## config.mk

```make
export PLATFORM = sky130hd
export DESIGN_NAME = rbdo_mem
export DESIGN_NICKNAME = d
export VERILOG_FILES = /design/src/rtl/rbdo_pkg.sv /design/src/rtl/rbdo_mem.sv
export SDC_FILE = /design/constraint.sdc
export NUM_CORES = 2
export LEC_CHECK = 0
export BUFFER_PORTS_ARGS = -buffer_cell sky130_fd_sc_hd__buf_4
export CORE_MARGIN = 2
export CORE_UTILIZATION = 45
export DETAILED_ROUTE_END_ITERATION = 10
export REMOVE_ABC_BUFFERS = 1
export SETUP_SLACK_MARGIN = 0.5
export SLEW_MARGIN = 10
export SYNTH_ARGS = -nofsm -noshare
export SYNTH_HDL_FRONTEND = slang
export SYNTH_SLANG_ARGS = --single-unit
export TNS_END_PERCENT = 30
```

## constraint.sdc

```tcl
create_clock -name clk -period 3.8 [get_ports clk]
set_input_delay 0 -clock clk [delete_from_list [all_inputs] [get_ports clk]]
set_output_delay 0 -clock clk [all_outputs]
set_load 0.05 [all_outputs]
```

## src/rtl/rbdo_pkg.sv

```systemverilog
// Shared constants, command and status codes, and the operation struct for the
// ring buffer deque. No dependencies.
package rbdo_pkg;

    localparam int RBDO_DEPTH_DEFAULT = 64;
    localparam int RBDO_DATA_W_DEFAULT = 32;

    localparam int RBDO_CMD_W = 3;
    localparam int RBDO_POS_W = 6;
    localparam int RBDO_SLOT_W = 7;
    localparam int RBDO_CAP_W = 7;
    localparam int RBDO_STATUS_W = 2;
    localparam int RBDO_RD_W = 32;
    localparam int RBDO_APB_DW = 32;
    localparam int RBDO_APB_AW = 3;

    localparam logic [RBDO_CMD_W-1:0] CMD_PUSH_BACK = 3'd0;
    localparam logic [RBDO_CMD_W-1:0] CMD_PUSH_FRONT = 3'd1;
    localparam logic [RBDO_CMD_W-1:0] CMD_POP_BACK = 3'd2;
    localparam logic [RBDO_CMD_W-1:0] CMD_POP_FRONT = 3'd3;
    localparam logic [RBDO_CMD_W-1:0] CMD_READ = 3'd4;
    localparam logic [RBDO_CMD_W-1:0] CMD_WRITE = 3'd5;

    localparam logic [RBDO_STATUS_W-1:0] ST_OK = 2'd0;
    localparam logic [RBDO_STATUS_W-1:0] ST_POP_EMPTY = 2'd1;
    localparam logic [RBDO_STATUS_W-1:0] ST_RANGE = 2'd2;

    // word index of the capacity register
    localparam logic REG_CAPACITY = 1'b0;

    typedef struct packed {
        logic                     we;
        logic [RBDO_SLOT_W-1:0]   waddr;
        logic                     re;
        logic [RBDO_SLOT_W-1:0]   raddr;
        logic [RBDO_STATUS_W-1:0] status;
        logic [RBDO_CAP_W-1:0]    count;
        logic                     empty;
        logic                     full;
    } rbdo_op_t;

endpackage

```

## src/rtl/rbdo_mem.sv

```systemverilog
// Slot storage: one write and one registered read per transfer. A transfer
// that does not read loads zero into the read register. Depends on rbdo_pkg.
module rbdo_mem
    import rbdo_pkg::*;
#(
    parameter int DEPTH = RBDO_DEPTH_DEFAULT,
    parameter int DATA_WIDTH = RBDO_DATA_W_DEFAULT
)(
    input  logic                  clk,
    input  logic                  accept,
    input  rbdo_op_t              op,
    input  logic [DATA_WIDTH-1:0] wdata,
    output logic [DATA_WIDTH-1:0] rdata
);
    localparam int AW = (DEPTH > 1) ? $clog2(DEPTH) : 1;

    logic [DATA_WIDTH-1:0] mem [DEPTH];
    logic [DATA_WIDTH-1:0] rdata_reg;
    logic [AW-1:0]         waddr;
    logic [AW-1:0]         raddr;

    assign waddr = AW'(op.waddr);
    assign raddr = AW'(op.raddr);
    assign rdata = rdata_reg;

    always_ff @(posedge clk)
    begin
        if (accept && op.we)
        begin
            mem[waddr] <= wdata;
        end
    end

    always_ff @(posedge clk)
    begin
        if (accept)
        begin
            rdata_reg <= op.re ? mem[raddr] : '0;
        end
    end
endmodule

```

==> impl_metrics.toml <==
[placement]
dp_hpwl_um = 121000
place.gp.congestion = 0.779
dp.cells = 5859
io_buffers = 79

[power_and_ir_drop]
peakVddDrop_mv = 0.355
p_per_area_nw_per_um2 = 515
leakage_nw = 28.6

[final_layout]
multiInputGateArea_sq_um = 16500
final_common_cell = "edfxtp_1"
largest_register_ffs = 2048
num-fill-cells = 13600
regArea_sq_um = 62500
stdcell_count = 6282
nNetsFinal = 3830
syn_to_final_growth_pct = 15.0
final_cell_mix = "edfxtp_1 (2080), mux4_2 (552), buf_4 (241)"
layout-drive-gt1-share = 0.306

[yosys]
synth-edff-count = 2080
synth_warnings = 0
yosysTopAreaCell = "edfxtp_1"
syn_inst = 3407
yosys.cell_types.count = 47
avgSynthCellArea_sq_um = 23.3
synthTopCellsByArea = "edfxtp_1 (79%), mux4_2 (16%), mux2i_1 (1.2%)"
ys_seq_area_frac = 0.786
synth_area_sq_um = 79500
synth_ff_type = "edfxtp_1"
synth_top_area_frac = 0.786
synth-seq-cells = 2080
synthArstFlopShare = 0

[timing]
setup_viol = 0
slew_violations = 0
finalSetupTns_ps = 0
period_needed_ps = 2870
worst_pin_slew_ps = 1050
period_share = 0.755
max_slew_margin = 0.299
fmax_mhz = 349
fin_skew_ps = 25.7
grt_setup_unrepaired = "no"
hold_viol = 0

[outcome]
run_status = "complete, no violations"

[route]
dr.pass1.iters = 7
routedWlPerCell_um = 33.8
drt_wl_total_um = 213000
vias_per_cell = 6.10
drcViolationCount = 0
via_count = 38300
ant_nets = 0
drtIter0Drc = 5070

[critical_path]
path_buf_inv = 4
cp_max_fo = 18
critPathLaunchType = "input port"
endpoint_kind = "flip-flop"
critPathMaxStageDelay_ps = 660
cpMaxStageDelayCell = "nor3_1"
critPathArrivalTime_ps = 3340
criticalPathCategory = "input port to flip-flop"
crit_family = "buffers and inverters"
crit_chain = "dlygate4sd3_1 > buf_4 > nand2_1 > nor3_1 > nand2_1 > nor3_2 > dlygate4sd3_1 > buf_4"
worst_ep_required_time_ps = 4280

[floorplan]
start_util = 0.452
rows = 154
io_pins = 93
core_area_sq_um = 176000
die_y_um = 424
die_x_um = 424
die_area_sq_um = 180000

[cts]
cts_sinks = 2080
cts_setup_buffers = 0
clk-insertion-delay-late_ps = 830
cts_max_level = 4
cts-root-buf = "clkbuf_16"
cts_tree = "done"
clkTransAtPathRegs_ps = 60
clockBufferDepth = 3
cts_buffers = 207

[global_routing]
antenna_found_initial = 6
grt_max_degree = 67
groute.usage.overall = 0.236
grt_pass1_wl_um = 297000
overflow = 0
grt_pass1_vias = 38300

[flow_run]
cap_violations = 0

[worst_hold_path]
hold_path.class = "input port to flip-flop"
per-layer routing:
| metal | GRT usage | share of wire | wire length [um] |
|---|---|---|---|
| met1 | 0.334 | 0.41 | 86900 |
| met2 | 0.386 | 0.49 | 105000 |
| met3 | 0.0338 | 0.068 | 14400 |
| met4 | 0.0687 | 0.030 | 6340 |
| met5 | 0 | 0 | 0 |
cell type report:
| type | instances | area share |
|---|---|---|
| diodes | 1 | 0.0000274 |
| clock inverters | 105 | 0.00874 |
| well taps | 2340 | 0.0320 |
| inverters | 5 | 0.000260 |
| clock buffers | 276 | 0.0602 |
| multi-input cells | 1143 | 0.181 |
| flip-flops and latches | 2080 | 0.683 |
| repair buffers | 332 | 0.0350 |
worst paths after layout:
path               startpoint          end  slack (ps)  cells past startpoint
hold / removal         op[14]    rdata[11]         110                      5
setup / recovery       accept  mem[49][17]         930                      8
setup reg to reg  mem[27][25]    rdata[25]        1260                      4
hold reg to reg    mem[13][6]     rdata[6]         970                      5
cell usage after synthesis (3+ instances only):
cell,n
nor3_1,6
o21ai_0,21
buf_2,49
a221o_1,4
nor2b_1,10
buf_6,5
mux4_2,552
a211oi_1,12
a32oi_1,6
o211ai_1,7
o31ai_1,4
o32ai_1,4
o221ai_1,3
nand2b_1,8
a21oi_1,24
mux2i_1,96
mux2_2,25
a221oi_1,7
buf_4,50
nand4_1,6
or3_1,3
buf_1,15
o22ai_1,21
a31oi_1,10
nand2_1,134
nand3_1,34
inv_1,3
nor2_1,103
clkbuf_1,60
edfxtp_1,2080
a22oi_1,24
worst register-to-register path, cell delays in order (launching register included):
cell and delay (ps):
edfxtp_1 390, mux4_2 490, mux4_2 550, a22oi_1 610, o311ai_1 220
cell families after synthesis:
logic type,count (synthesis),share of synthesized area
flip-flops,2080,0.786
multiplexers,673,0.172
AO/OA/AOI/OAI,156,0.0134
buffers and inverters,184,0.0123
AND/OR/NAND/NOR,314,0.0167
where the power goes:
part           leakage [nW]  total, mW  switching (mW)  internal (mW)
clock                  3.06       19.2            8.49           10.8
sequential             18.7       25.4          0.0575           25.4
combinational          6.82       2.47            1.54          0.929
total                  28.6       47.1            10.1           37.1
timing repair:
item,4_1_cts,5_1_grt
hold buffers,41,0
gates resized for setup,0,0
endpoints found under the hold margin,2252,0
through the flow:
stage	setup WS, ps	total power [mW]	util	hold WS, ps	cell area (sq um)
6_report	931	47.1	0.520	114	91500
5_1_grt	976	48.4	0.520	137	91500
4_1_cts	1080	47.4	0.520	86.7	91500
3_5_place_dp	824	28.4	0.482	469	84800
3_3_place_gp	833	28.3	0.482	468	84800
2_1_floorplan	732	26.9	-	98.9	78500
(Power assumes the default switching activity.)
