==> config.mk <==
export PLATFORM = sky130hd
export DESIGN_NAME = rbdo_regs
export DESIGN_NICKNAME = d
export VERILOG_FILES = /design/src/rtl/rbdo_pkg.sv /design/src/rtl/rbdo_regs.sv
export SDC_FILE = /design/constraint.sdc
export NUM_CORES = 1
export LEC_CHECK = 0
export ABC_AREA = 1
export BUFFER_PORTS_ARGS = -buffer_cell sky130_fd_sc_hd__buf_2
export CAP_MARGIN = 0
export CORE_ASPECT_RATIO = 1.25
export CORE_UTILIZATION = 28
export DETAILED_ROUTE_END_ITERATION = 8
export GPL_ROUTABILITY_DRIVEN = 0
export GPL_TIMING_DRIVEN = 0
export PLACE_DENSITY = 0.78
export SLEW_MARGIN = 20
export SYNTH_ARGS = -nofsm -noshare
export SYNTH_HDL_FRONTEND = slang
export SYNTH_SLANG_ARGS = --single-unit
==> constraint.sdc <==
create_clock -name clk -period 0.9 [get_ports clk]
set_input_delay 0.225 -clock clk [delete_from_list [all_inputs] [get_ports clk]]
set_output_delay 0.225 -clock clk [all_outputs]
set_load 0.05 [all_outputs]
==> src/rtl/rbdo_pkg.sv <==
// Shared constants, command and status codes, and the operation struct for the
// ring buffer deque. No dependencies.
package rbdo_pkg;

    localparam int RBDO_DEPTH_DEFAULT = 64;
    localparam int RBDO_DATA_W_DEFAULT = 32;

    localparam int RBDO_CMD_W = 3;
    localparam int RBDO_POS_W = 6;
    localparam int RBDO_SLOT_W = 7;
    localparam int RBDO_CAP_W = 7;
    localparam int RBDO_STATUS_W = 2;
    localparam int RBDO_RD_W = 32;
    localparam int RBDO_APB_DW = 32;
    localparam int RBDO_APB_AW = 3;

    localparam logic [RBDO_CMD_W-1:0] CMD_PUSH_BACK = 3'd0;
    localparam logic [RBDO_CMD_W-1:0] CMD_PUSH_FRONT = 3'd1;
    localparam logic [RBDO_CMD_W-1:0] CMD_POP_BACK = 3'd2;
    localparam logic [RBDO_CMD_W-1:0] CMD_POP_FRONT = 3'd3;
    localparam logic [RBDO_CMD_W-1:0] CMD_READ = 3'd4;
    localparam logic [RBDO_CMD_W-1:0] CMD_WRITE = 3'd5;

    localparam logic [RBDO_STATUS_W-1:0] ST_OK = 2'd0;
    localparam logic [RBDO_STATUS_W-1:0] ST_POP_EMPTY = 2'd1;
    localparam logic [RBDO_STATUS_W-1:0] ST_RANGE = 2'd2;

    // word index of the capacity register
    localparam logic REG_CAPACITY = 1'b0;

    typedef struct packed {
        logic                     we;
        logic [RBDO_SLOT_W-1:0]   waddr;
        logic                     re;
        logic [RBDO_SLOT_W-1:0]   raddr;
        logic [RBDO_STATUS_W-1:0] status;
        logic [RBDO_CAP_W-1:0]    count;
        logic                     empty;
        logic                     full;
    } rbdo_op_t;

endpackage

==> src/rtl/rbdo_regs.sv <==
// APB-style configuration register file: capacity in use, with clamping.
// A write pulses clear to empty the buffer. Depends on rbdo_pkg.
module rbdo_regs
    import rbdo_pkg::*;
#(
    parameter int DEPTH = RBDO_DEPTH_DEFAULT
)(
    input  logic                   clk,
    input  logic                   rst_n,
    input  logic                   psel,
    input  logic                   penable,
    input  logic                   pwrite,
    input  logic [RBDO_APB_AW-1:0] paddr,
    input  logic [RBDO_APB_DW-1:0] pwdata,
    output logic [RBDO_APB_DW-1:0] prdata,
    output logic                   pready,
    output logic [RBDO_CAP_W-1:0]  cap,
    output logic                   clear
);
    localparam logic [RBDO_CAP_W-1:0] CAP_RESET =
        (DEPTH < 64) ? RBDO_CAP_W'(DEPTH) : RBDO_CAP_W'(64);

    logic [RBDO_CAP_W-1:0] cap_reg;
    logic [RBDO_CAP_W-1:0] cap_next;
    logic                  wr_cap;

    assign pready = 1'b1;
    assign wr_cap = psel && penable && pwrite && pready && (paddr[2] == REG_CAPACITY);
    assign clear = wr_cap;
    assign cap = cap_reg;

    always_comb
    begin
        cap_next = pwdata[RBDO_CAP_W-1:0];
        if (cap_next == '0)
        begin
            cap_next = RBDO_CAP_W'(1);
        end
        if (32'(cap_next) > 32'(DEPTH))
        begin
            cap_next = RBDO_CAP_W'(DEPTH);
        end
    end

    always_comb
    begin
        prdata = '0;
        if (paddr[2] == REG_CAPACITY)
        begin
            prdata[RBDO_CAP_W-1:0] = cap_reg;
        end
    end

    always_ff @(posedge clk or negedge rst_n)
    begin
        if (!rst_n)
        begin
            cap_reg <= CAP_RESET;
        end
        else if (wr_cap)
        begin
            cap_reg <= cap_next;
        end
    end
endmodule

==> impl_metrics.toml <==
[detailed_routing]
wl_mm = 1.82
final_antenna_net_count = 0
drc = 0
firstDrtPassIters = 5
wl_per_cell_um = 9.92
drt-initial-drc-count = 11
vias_per_cell = 3.77
num_vias = 690

[logic_synthesis]
synth_cell_types = 15
ys_ff_latch = 7
syn-cell-area_sq_um = 638
synth_cells = 84
yosysSeqAreaShare_pct = 27.6
synth_warnings = 0
avgSynthCellArea_sq_um = 7.60

[sta]
min_period_over_period_pct = 144
whs_ns = 0.231
rsz0062_at_grt = "true"
setup_violations = 15
min_period_ns = 1.30
report.final.slew_viol_count = 0
clock_skew_ns = 0
clock.fmax_mhz = 770
fin_ws_ns = -0.399
hold_viol = 0

[critical_path]
worst_ep_required_time_ns = 0.67
crit_path_max_fanout = 2
path_buf_inv = 2
start_kind = "flop"
regToRegStartpoint = "cap[6]$_DFFE_PN1P_"
r2r_setup_slack_ns = 0.01
arrival_ns = 1.07
cp_top_family = "flip-flops"
reg2reg_depth = 3
cp-end-kind = "output pin"
crit_chain = "inv_2 > nor2_4 > buf_8"
cp_slowest_cell = "dfstp_2"
critPathKind = "reg2out"
rr_endpoint = "cap[6]$_DFFE_PN1P_"
slowest_delay_ns = 0.53

[clock_network]
cts_sinks = 7
root_buffer = "clkbuf_4"
htreeDepth = 1
numCtsBuffers = 3
clockBufferDepth = 2
clkTransAtPathRegs_ns = 0.05
clock_latency_ns = 0.25
cts_tree = "built"

[pwr]
sequentialPowerShare_pct = 22.9
p_int_mw = 0.960
ir_worst_vdd_uv = 681
swShare_pct = 48.8
netSwitchingPower_mw = 0.915
p_clk_share_pct = 15.5
p_leak_nw = 0.687
share_comb_of_total_power_pct = 61.6
p_per_area_nw_per_um2 = 1490

[floorplanning]
start_util_pct = 30.8
dieWidth_um = 44.7
core_sq_um = 2070
die-area_sq_um = 2480
io_pins = 81
core.rowCount = 18
die_h_um = 55.4

[grt]
grt_usage_pct = 13.9
grt_pass1_wl_mm = 2.55
antenna_found_initial = 0
grt_max_degree = 10
grt.overflow.total = 0
first_global_vias = 622

[hold_path]
min_to = "cap[3]$_DFFE_PN0P_"
hp-class = "in2reg"
hp-start = "pwdata[3]"
whs_path_depth = 3

[layout]
finalNetCount = 194
fin_area_sq_um = 1260
layout_commonest_cell = "buf_4"
mostFrequentLayoutCells = "buf_4, conb_1, nand2_1"
largest_reg_flops = 7
final_cells = 183
area_growth_pct = 97.5
n_antenna_cell = 0
drive_gt1_share_pct = 68.0
utilization_pct = 60.8

[place]
dp.cells = 164
dp_hpwl_mm = 1.07
portBuffers = 26
placed_area_sq_um = 972
pre_cts_slack_ns = -0.334

[outcome]
status = "finished, violations left"
violations = "setup timing"

[flow_run]
drv_cap = 0
## repair_timing
action / CTS / global route
endpoints found under the hold margin: 6 / 0
hold buffers: 1 / 0
pin swaps: 5 / 5
resized for setup: 36 / 10
setup buffers: 8 / 8
endpoints found under the setup margin: 15 / 16
## cell type report
class | count | area [sq um]
sequential | 7 | 184
multi-input combinational | 61 | 344
timing repair buffer | 42 | 389
fill | 161 | 812
buffer | 27 | 223
clock buffer | 4 | 26.3
tap | 30 | 37.5
inverter | 12 | 56.3
## cells in the mapped netlist
library cell / n / area (sq um)
nor2_1: 10 / 37.5
dfrtp_1: 6 / 150
dfstp_2: 1 / 26.3
nand2_2: 2 / 12.5
nand3_4: 1 / 17.5
buf_6: 2 / 22.5
nand3_1: 1 / 5.00
buf_4: 26 / 195
inv_4: 1 / 6.26
conb_1: 2 / 7.51
nand2_1: 15 / 56.3
a21oi_2: 1 / 8.76
o21ai_2: 4 / 35.0
nor3_4: 1 / 16.3
inv_1: 11 / 41.3
## how the worst max path moves through the flow
stage	start	end	depth (start not counted)	slack, ns
6_report	cap[6]$_DFFE_PN1P_	prdata[6]	3	-0.40
5_1_grt	cap[6]$_DFFE_PN1P_	prdata[6]	3	-0.43
4_1_cts	cap[6]$_DFFE_PN1P_	prdata[6]	3	-0.38
3_5_place_dp	pwrite	clear	7	-0.33
3_3_place_gp	pwrite	clear	7	-0.32
2_1_floorplan	cap[6]$_DFFE_PN1P_	prdata[6]	2	-0.39
## cells by family after synthesis
logic type / synth area share, %
buffers and inverters: 41.6
other: 1.18
AND/OR/NAND/NOR: 22.7
flip-flops: 27.6
AO/OA/AOI/OAI: 6.86
## layer usage
metal | up-vias | part of all wire (%) | global-route usage (%)
met5 | - | 0 | 0
met4 | 0 | 1.4 | 6.06
met3 | 5 | 11 | 3.59
met2 | 54 | 50 | 26.3
met1 | 302 | 38 | 13.1
li1 | 329 | - | -
## power groups by stage
stage	clock network (mW)	logic (mW)	registers, mW
2_1_floorplan	0	0.616	0.594
3_3_place_gp	0	0.910	0.419
3_5_place_dp	0	0.919	0.421
4_1_cts	0.288	1.06	0.425
5_1_grt	0.306	1.21	0.438
6_report	0.291	1.15	0.429
## worst register-to-register path, cell delays in order, from the launching register on
cell and delay (ns):
dfstp_2 0.53, inv_2 0.05, buf_4 0.13, a21oi_2 0.12
## stage by stage
step	setup TNS (ns)	power, mW
floorplan	-1.82	1.21
global placement	-1.05	1.33
detailed placement	-1.21	1.34
CTS	-3.30	1.78
global route	-3.79	1.95
finish	-3.32	1.88
Power figures use the tool's default switching activity.
