===== src/rtl/rbdo_pkg.sv =====
// Shared constants, command and status codes, and the operation struct for the
// ring buffer deque. No dependencies.
package rbdo_pkg;

    localparam int RBDO_DEPTH_DEFAULT = 64;
    localparam int RBDO_DATA_W_DEFAULT = 32;

    localparam int RBDO_CMD_W = 3;
    localparam int RBDO_POS_W = 6;
    localparam int RBDO_SLOT_W = 7;
    localparam int RBDO_CAP_W = 7;
    localparam int RBDO_STATUS_W = 2;
    localparam int RBDO_RD_W = 32;
    localparam int RBDO_APB_DW = 32;
    localparam int RBDO_APB_AW = 3;

    localparam logic [RBDO_CMD_W-1:0] CMD_PUSH_BACK = 3'd0;
    localparam logic [RBDO_CMD_W-1:0] CMD_PUSH_FRONT = 3'd1;
    localparam logic [RBDO_CMD_W-1:0] CMD_POP_BACK = 3'd2;
    localparam logic [RBDO_CMD_W-1:0] CMD_POP_FRONT = 3'd3;
    localparam logic [RBDO_CMD_W-1:0] CMD_READ = 3'd4;
    localparam logic [RBDO_CMD_W-1:0] CMD_WRITE = 3'd5;

    localparam logic [RBDO_STATUS_W-1:0] ST_OK = 2'd0;
    localparam logic [RBDO_STATUS_W-1:0] ST_POP_EMPTY = 2'd1;
    localparam logic [RBDO_STATUS_W-1:0] ST_RANGE = 2'd2;

    // word index of the capacity register
    localparam logic REG_CAPACITY = 1'b0;

    typedef struct packed {
        logic                     we;
        logic [RBDO_SLOT_W-1:0]   waddr;
        logic                     re;
        logic [RBDO_SLOT_W-1:0]   raddr;
        logic [RBDO_STATUS_W-1:0] status;
        logic [RBDO_CAP_W-1:0]    count;
        logic                     empty;
        logic                     full;
    } rbdo_op_t;

endpackage


===== src/rtl/rbdo_ctrl.sv =====
// Pointer and count control: decodes one command against the ring state and
// updates first/last slot and element count. Depends on rbdo_pkg.
module rbdo_ctrl
    import rbdo_pkg::*;
(
    input  logic                  clk,
    input  logic                  rst_n,
    input  logic                  accept,
    input  logic                  clear,
    input  logic [RBDO_CMD_W-1:0] cmd,
    input  logic [RBDO_POS_W-1:0] position,
    input  logic [RBDO_CAP_W-1:0] cap,
    output rbdo_op_t              op
);
    logic [RBDO_SLOT_W-1:0] first_reg, first_next;
    logic [RBDO_SLOT_W-1:0] last_reg, last_next;
    logic [RBDO_CAP_W-1:0]  count_reg, count_next;
    logic [RBDO_SLOT_W:0]   logical_sum;
    logic [RBDO_SLOT_W-1:0] logical_slot;
    logic                   is_full_now;
    logic                   in_range;

    function automatic logic [RBDO_SLOT_W-1:0] ring_next(
        input logic [RBDO_SLOT_W-1:0] i,
        input logic [RBDO_CAP_W-1:0]  c
    );
        logic [RBDO_SLOT_W:0] s;
        s = {1'b0, i} + 1'b1;
        return (s >= {1'b0, c}) ? '0 : s[RBDO_SLOT_W-1:0];
    endfunction

    function automatic logic [RBDO_SLOT_W-1:0] ring_prev(
        input logic [RBDO_SLOT_W-1:0] i,
        input logic [RBDO_CAP_W-1:0]  c
    );
        return (i == '0) ? RBDO_SLOT_W'(c - 1'b1) : i - 1'b1;
    endfunction

    assign is_full_now = (count_reg >= cap);
    assign in_range = ({1'b0, position} < count_reg);

    always_comb
    begin
        logical_sum = {1'b0, first_reg} + {2'b0, position};
        if (logical_sum >= {1'b0, cap})
        begin
            logical_sum = logical_sum - {1'b0, cap};
        end
        logical_slot = logical_sum[RBDO_SLOT_W-1:0];
    end

    always_comb
    begin
        first_next = first_reg;
        last_next = last_reg;
        count_next = count_reg;
        op.we = 1'b0;
        op.waddr = first_reg;
        op.re = 1'b0;
        op.raddr = logical_slot;
        op.status = ST_OK;
        case (cmd)
            CMD_PUSH_BACK:
            begin
                op.we = 1'b1;
                if (count_reg == '0)
                begin
                    last_next = first_reg;
                    count_next = RBDO_CAP_W'(1);
                    op.waddr = first_reg;
                end
                else
                begin
                    last_next = ring_next(last_reg, cap);
                    if (is_full_now)
                    begin
                        first_next = ring_next(first_reg, cap);
                    end
                    else
                    begin
                        count_next = count_reg + 1'b1;
                    end
                    op.waddr = last_next;
                end
            end
            CMD_PUSH_FRONT:
            begin
                op.we = 1'b1;
                if (count_reg == '0)
                begin
                    last_next = first_reg;
                    count_next = RBDO_CAP_W'(1);
                    op.waddr = first_reg;
                end
                else
                begin
                    first_next = ring_prev(first_reg, cap);
                    if (is_full_now)
                    begin
                        last_next = ring_prev(last_reg, cap);
                    end
                    else
                    begin
                        count_next = count_reg + 1'b1;
                    end
                    op.waddr = first_next;
                end
            end
            CMD_POP_BACK:
            begin
                if (count_reg == '0)
                begin
                    op.status = ST_POP_EMPTY;
                end
                else
                begin
                    count_next = count_reg - 1'b1;
                    last_next = (count_next == '0) ? first_reg : ring_prev(last_reg, cap);
                end
            end
            CMD_POP_FRONT:
            begin
                if (count_reg == '0)
                begin
                    op.status = ST_POP_EMPTY;
                end
                else
                begin
                    count_next = count_reg - 1'b1;
                    first_next = (count_next == '0) ? last_reg : ring_next(first_reg, cap);
                end
            end
            CMD_READ:
            begin
                if (in_range)
                begin
                    op.re = 1'b1;
                end
                else
                begin
                    op.status = ST_RANGE;
                end
            end
            CMD_WRITE:
            begin
                op.waddr = logical_slot;
                if (in_range)
                begin
                    op.we = 1'b1;
                end
                else
                begin
                    op.status = ST_RANGE;
                end
            end
            default:
            begin
            end
        endcase
        op.count = count_next;
        op.empty = (count_next == '0);
        op.full = (count_next == cap);
    end

    always_ff @(posedge clk or negedge rst_n)
    begin
        if (!rst_n)
        begin
            first_reg <= '0;
            last_reg <= '0;
            count_reg <= '0;
        end
        else if (clear)
        begin
            first_reg <= '0;
            last_reg <= '0;
            count_reg <= '0;
        end
        else if (accept)
        begin
            first_reg <= first_next;
            last_reg <= last_next;
            count_reg <= count_next;
        end
    end
endmodule


===== config.mk =====
export PLATFORM = sky130hd
export DESIGN_NAME = rbdo_ctrl
export DESIGN_NICKNAME = d
export VERILOG_FILES = /design/src/rtl/rbdo_pkg.sv /design/src/rtl/rbdo_ctrl.sv
export SDC_FILE = /design/constraint.sdc
export NUM_CORES = 1
export LEC_CHECK = 0
export ABC_AREA = 1
export BUFFER_PORTS_ARGS = -buffer_cell sky130_fd_sc_hd__buf_2
export CORE_ASPECT_RATIO = 0.5
export CORE_MARGIN = 2
export CORE_UTILIZATION = 45
export CTS_CLUSTER_SIZE = 14
export DETAILED_ROUTE_END_ITERATION = 8
export SYNTH_ARGS = -nofsm -noshare
export SYNTH_HDL_FRONTEND = slang
export SYNTH_SLANG_ARGS = --single-unit

===== constraint.sdc =====
create_clock -name clk -period 5 [get_ports clk]
set_input_delay 0.75 -clock clk [delete_from_list [all_inputs] [get_ports clk]]
set_output_delay 0.75 -clock clk [all_outputs]
set_load 0.02 [all_outputs]

==> results.yml <==
layout:
  drive_gt1_frac: 0.119
  fill_cells: 1042
  layout_commonest_cell: "nand2_1"
  final_cell_mix: "230 x nand2_1, 106 x nand3_1, 86 x inv_1, 48 x ha_1"
  fin_cells: 935
  area_delta_synth_final_pct: 8.61
  final_nets: 871
  n_antenna_cell: 0
floorplan:
  ios: 47
  start_util: 0.472
  dieArea_um2: 11000
  core_area_um2: 9630
  die_w_um: 146
  fp-row-count: 25
  die_h_um: 75.1
pwr:
  p_leak_uw: 0.00276
  power_density_nw_per_um2: 327
  vdd_drop_max_v: 0.000142
  total_power_uw: 1620
sta:
  report.final.slew_viol_count: 0
  finalSetupViolCount: 0
  layout_setup_ws_ps: 530
  clock.fmax_ghz: 0.224
  skew_ps: 4.09
  maxSlewHeadroom: 0.478
  tns_ps: 0
  hold_violations: 0
  post-route-period-util: 0.894
  tightest_slew_ps: 777
  period_minus_slack_ps: 4470
  rsz0062_at_grt: "false"
worst_setup_path:
  path_cells: "ha_1, fa_1, a31o_2, xor2_1, inv_1, ha_1, nand2_1, inv_1, a21boi_1, o21ai_0, nand2_2, nand2_2, nand2_1, nand3_1, nand4_1, buf_2"
  crit_path_top_delay_cell: "dfrtp_1"
  critPathKind: "register to output pin"
  crit_required_ps: 4250
  crit_path_max_incr_delay_ps: 530
  worstPathMaxFanout: 8
  crit_buf_inv: 3
  worstSetupStartpointType: "register"
  critical_path.top_delay_family: "adder cells"
  critPathCaptureType: "output pin"
  arrival_ps: 3720
synth:
  synth_flop_cell: "dfrtp_1"
  syn_nets: 835
  syn_avg_cell_area_um2: 5.94
  yosys_warnings: 0
  netlist_instances: 765
  synth-edff-count: 0
  yosysUniqueCellTypes: 42
  synth_xor_area_frac: 0.0713
  synthAdderAreaFrac: 0.141
  synth-compound-area-share: 0.0914
  synth_top_family_by_area: "simple AND/OR/NAND/NOR gates"
  synth_mux_area_frac: 0
  synth_area_um2: 4550
  synth-simple-area-share: 0.476
  synth-async-reset-ratio: 1.00
  seq_area_frac_synth: 0.116
  synth-seq-cells: 21
cts:
  cts_resized: 0
  clk_latency_ps: 270
  tritoncts: "built"
  clockBufferDepth: 2
  post_cts_buffers: 0
  hold_buffers: 0
  path_clk_slew_ps: 70
  cts_buffers: 3
  htreeDepth: 1
  root_buffer: "clkbuf_16"
  cts_sinks: 21
placement:
  place_inst: 931
  numPortBuffers: 46
  place_congestion: 1.07
  pre_cts_ws_ps: 571
  dp_hpwl_um: 13600
job:
  maxCapViolCount: 0
detailed_routing:
  vias: 5199
  avgRoutedWirePerCell_um: 18.0
  drc: 0
  wirelength_um: 16800
  drt_iter0_drc: 418
  vias_per_cell: 5.56
  first_pass_iters: 5
  ant_nets: 0
status:
  status: "completed"
global_route:
  met2_usage: 0.496
  grt_pass1_vias: 4776
  grt_max_degree: 32
  grt_overflow_total: 0
  grt_pass1_wl_um: 26000
  grt.total_usage: 0.313
  grt_use_met3: 0.0606
  antenna_found_initial: 0
  globalRoute.busiestLayer: "met2"
  grtUsageMet1: 0.443
hold_path:
  hold_path.class: "primary input to asynchronous set/reset pin"
-- metrics by stage --
step | hold WS, ps | util | area (um^2)
6_report | 491 | 0.513 | 4940
2_1_floorplan | 454 | - | 4550
4_1_cts | 497 | 0.513 | 4940
3_3_place_gp | 544 | 0.504 | 4860
5_1_grt | 520 | 0.513 | 4940
3_5_place_dp | 550 | 0.504 | 4860
-- power by group --
part / internal, uW / leakage, uW / switching, uW
registers: 193 / 0.000281 / 63.6
logic: 385 / 0.00245 / 782
clock network: 110 / 0.0000382 / 83.5
total: 687 / 0.00276 / 929
-- worst paths after layout --
check                             startpoint            to  slack [ps]  cells after the start
worst max register to register  first_reg[1]  first_reg[3]        2060                     14
min in group clk                 last_reg[6]   last_reg[6]         580                      2
worst min-delay path                   rst_n   last_reg[3]         490                      1
worst min register to register   last_reg[6]   last_reg[6]         580                      2
worst max-delay path            first_reg[0]        op[22]         530                     16
max in group asynchronous              rst_n  first_reg[0]        4100                      1
-- kinds of logic (layout without fill, tap and decap cells) --
logic type,after synthesis,after routing
and+or+nand+nor,466,466
xor gates and xnor gates,37,37
adders and majority gates,50,50
DFF,21,21
AOI/OAI and AO/OA,75,75
buffers and inverters,116,151
-- cells in the mapped netlist, types with 6 or more instances --
cell type  count  area [um^2]
nor3_1         7         35.0
inv_1         86          323
o22ai_1        7         43.8
o21ai_1       11         55.1
nand2_1      230          863
nor2_2         6         37.5
o21ai_0       11         55.1
and2_1         8         50.1
nand2_2        9         56.3
xor2_1        34          298
nand3_1      106          531
inv_2         11         41.3
nand4_1       34          213
buf_2         11         55.1
a21oi_1       34          170
nor2_1        46          173
nand3_2        6         60.1
dfrtp_1       21          526
ha_1          48          601
-- metal layers --
metal / up-vias / share of wire
li1: 2608 / -
met1: 2370 / 0.49
met2: 193 / 0.40
met3: 28 / 0.083
met4: 0 / 0.024
met5: - / 0
-- cell type report --
| class | instances | area, um^2 | share of cell area |
|---|---|---|---|
| tap | 135 | 169 | 0.0342 |
| sequential | 21 | 526 | 0.106 |
| clock buffer | 4 | 78.8 | 0.0160 |
| timing repair buffer | 48 | 245 | 0.0497 |
| multi-input combinational | 628 | 3550 | 0.718 |
| inverter | 99 | 374 | 0.0758 |
(Power assumes the default switching activity.)
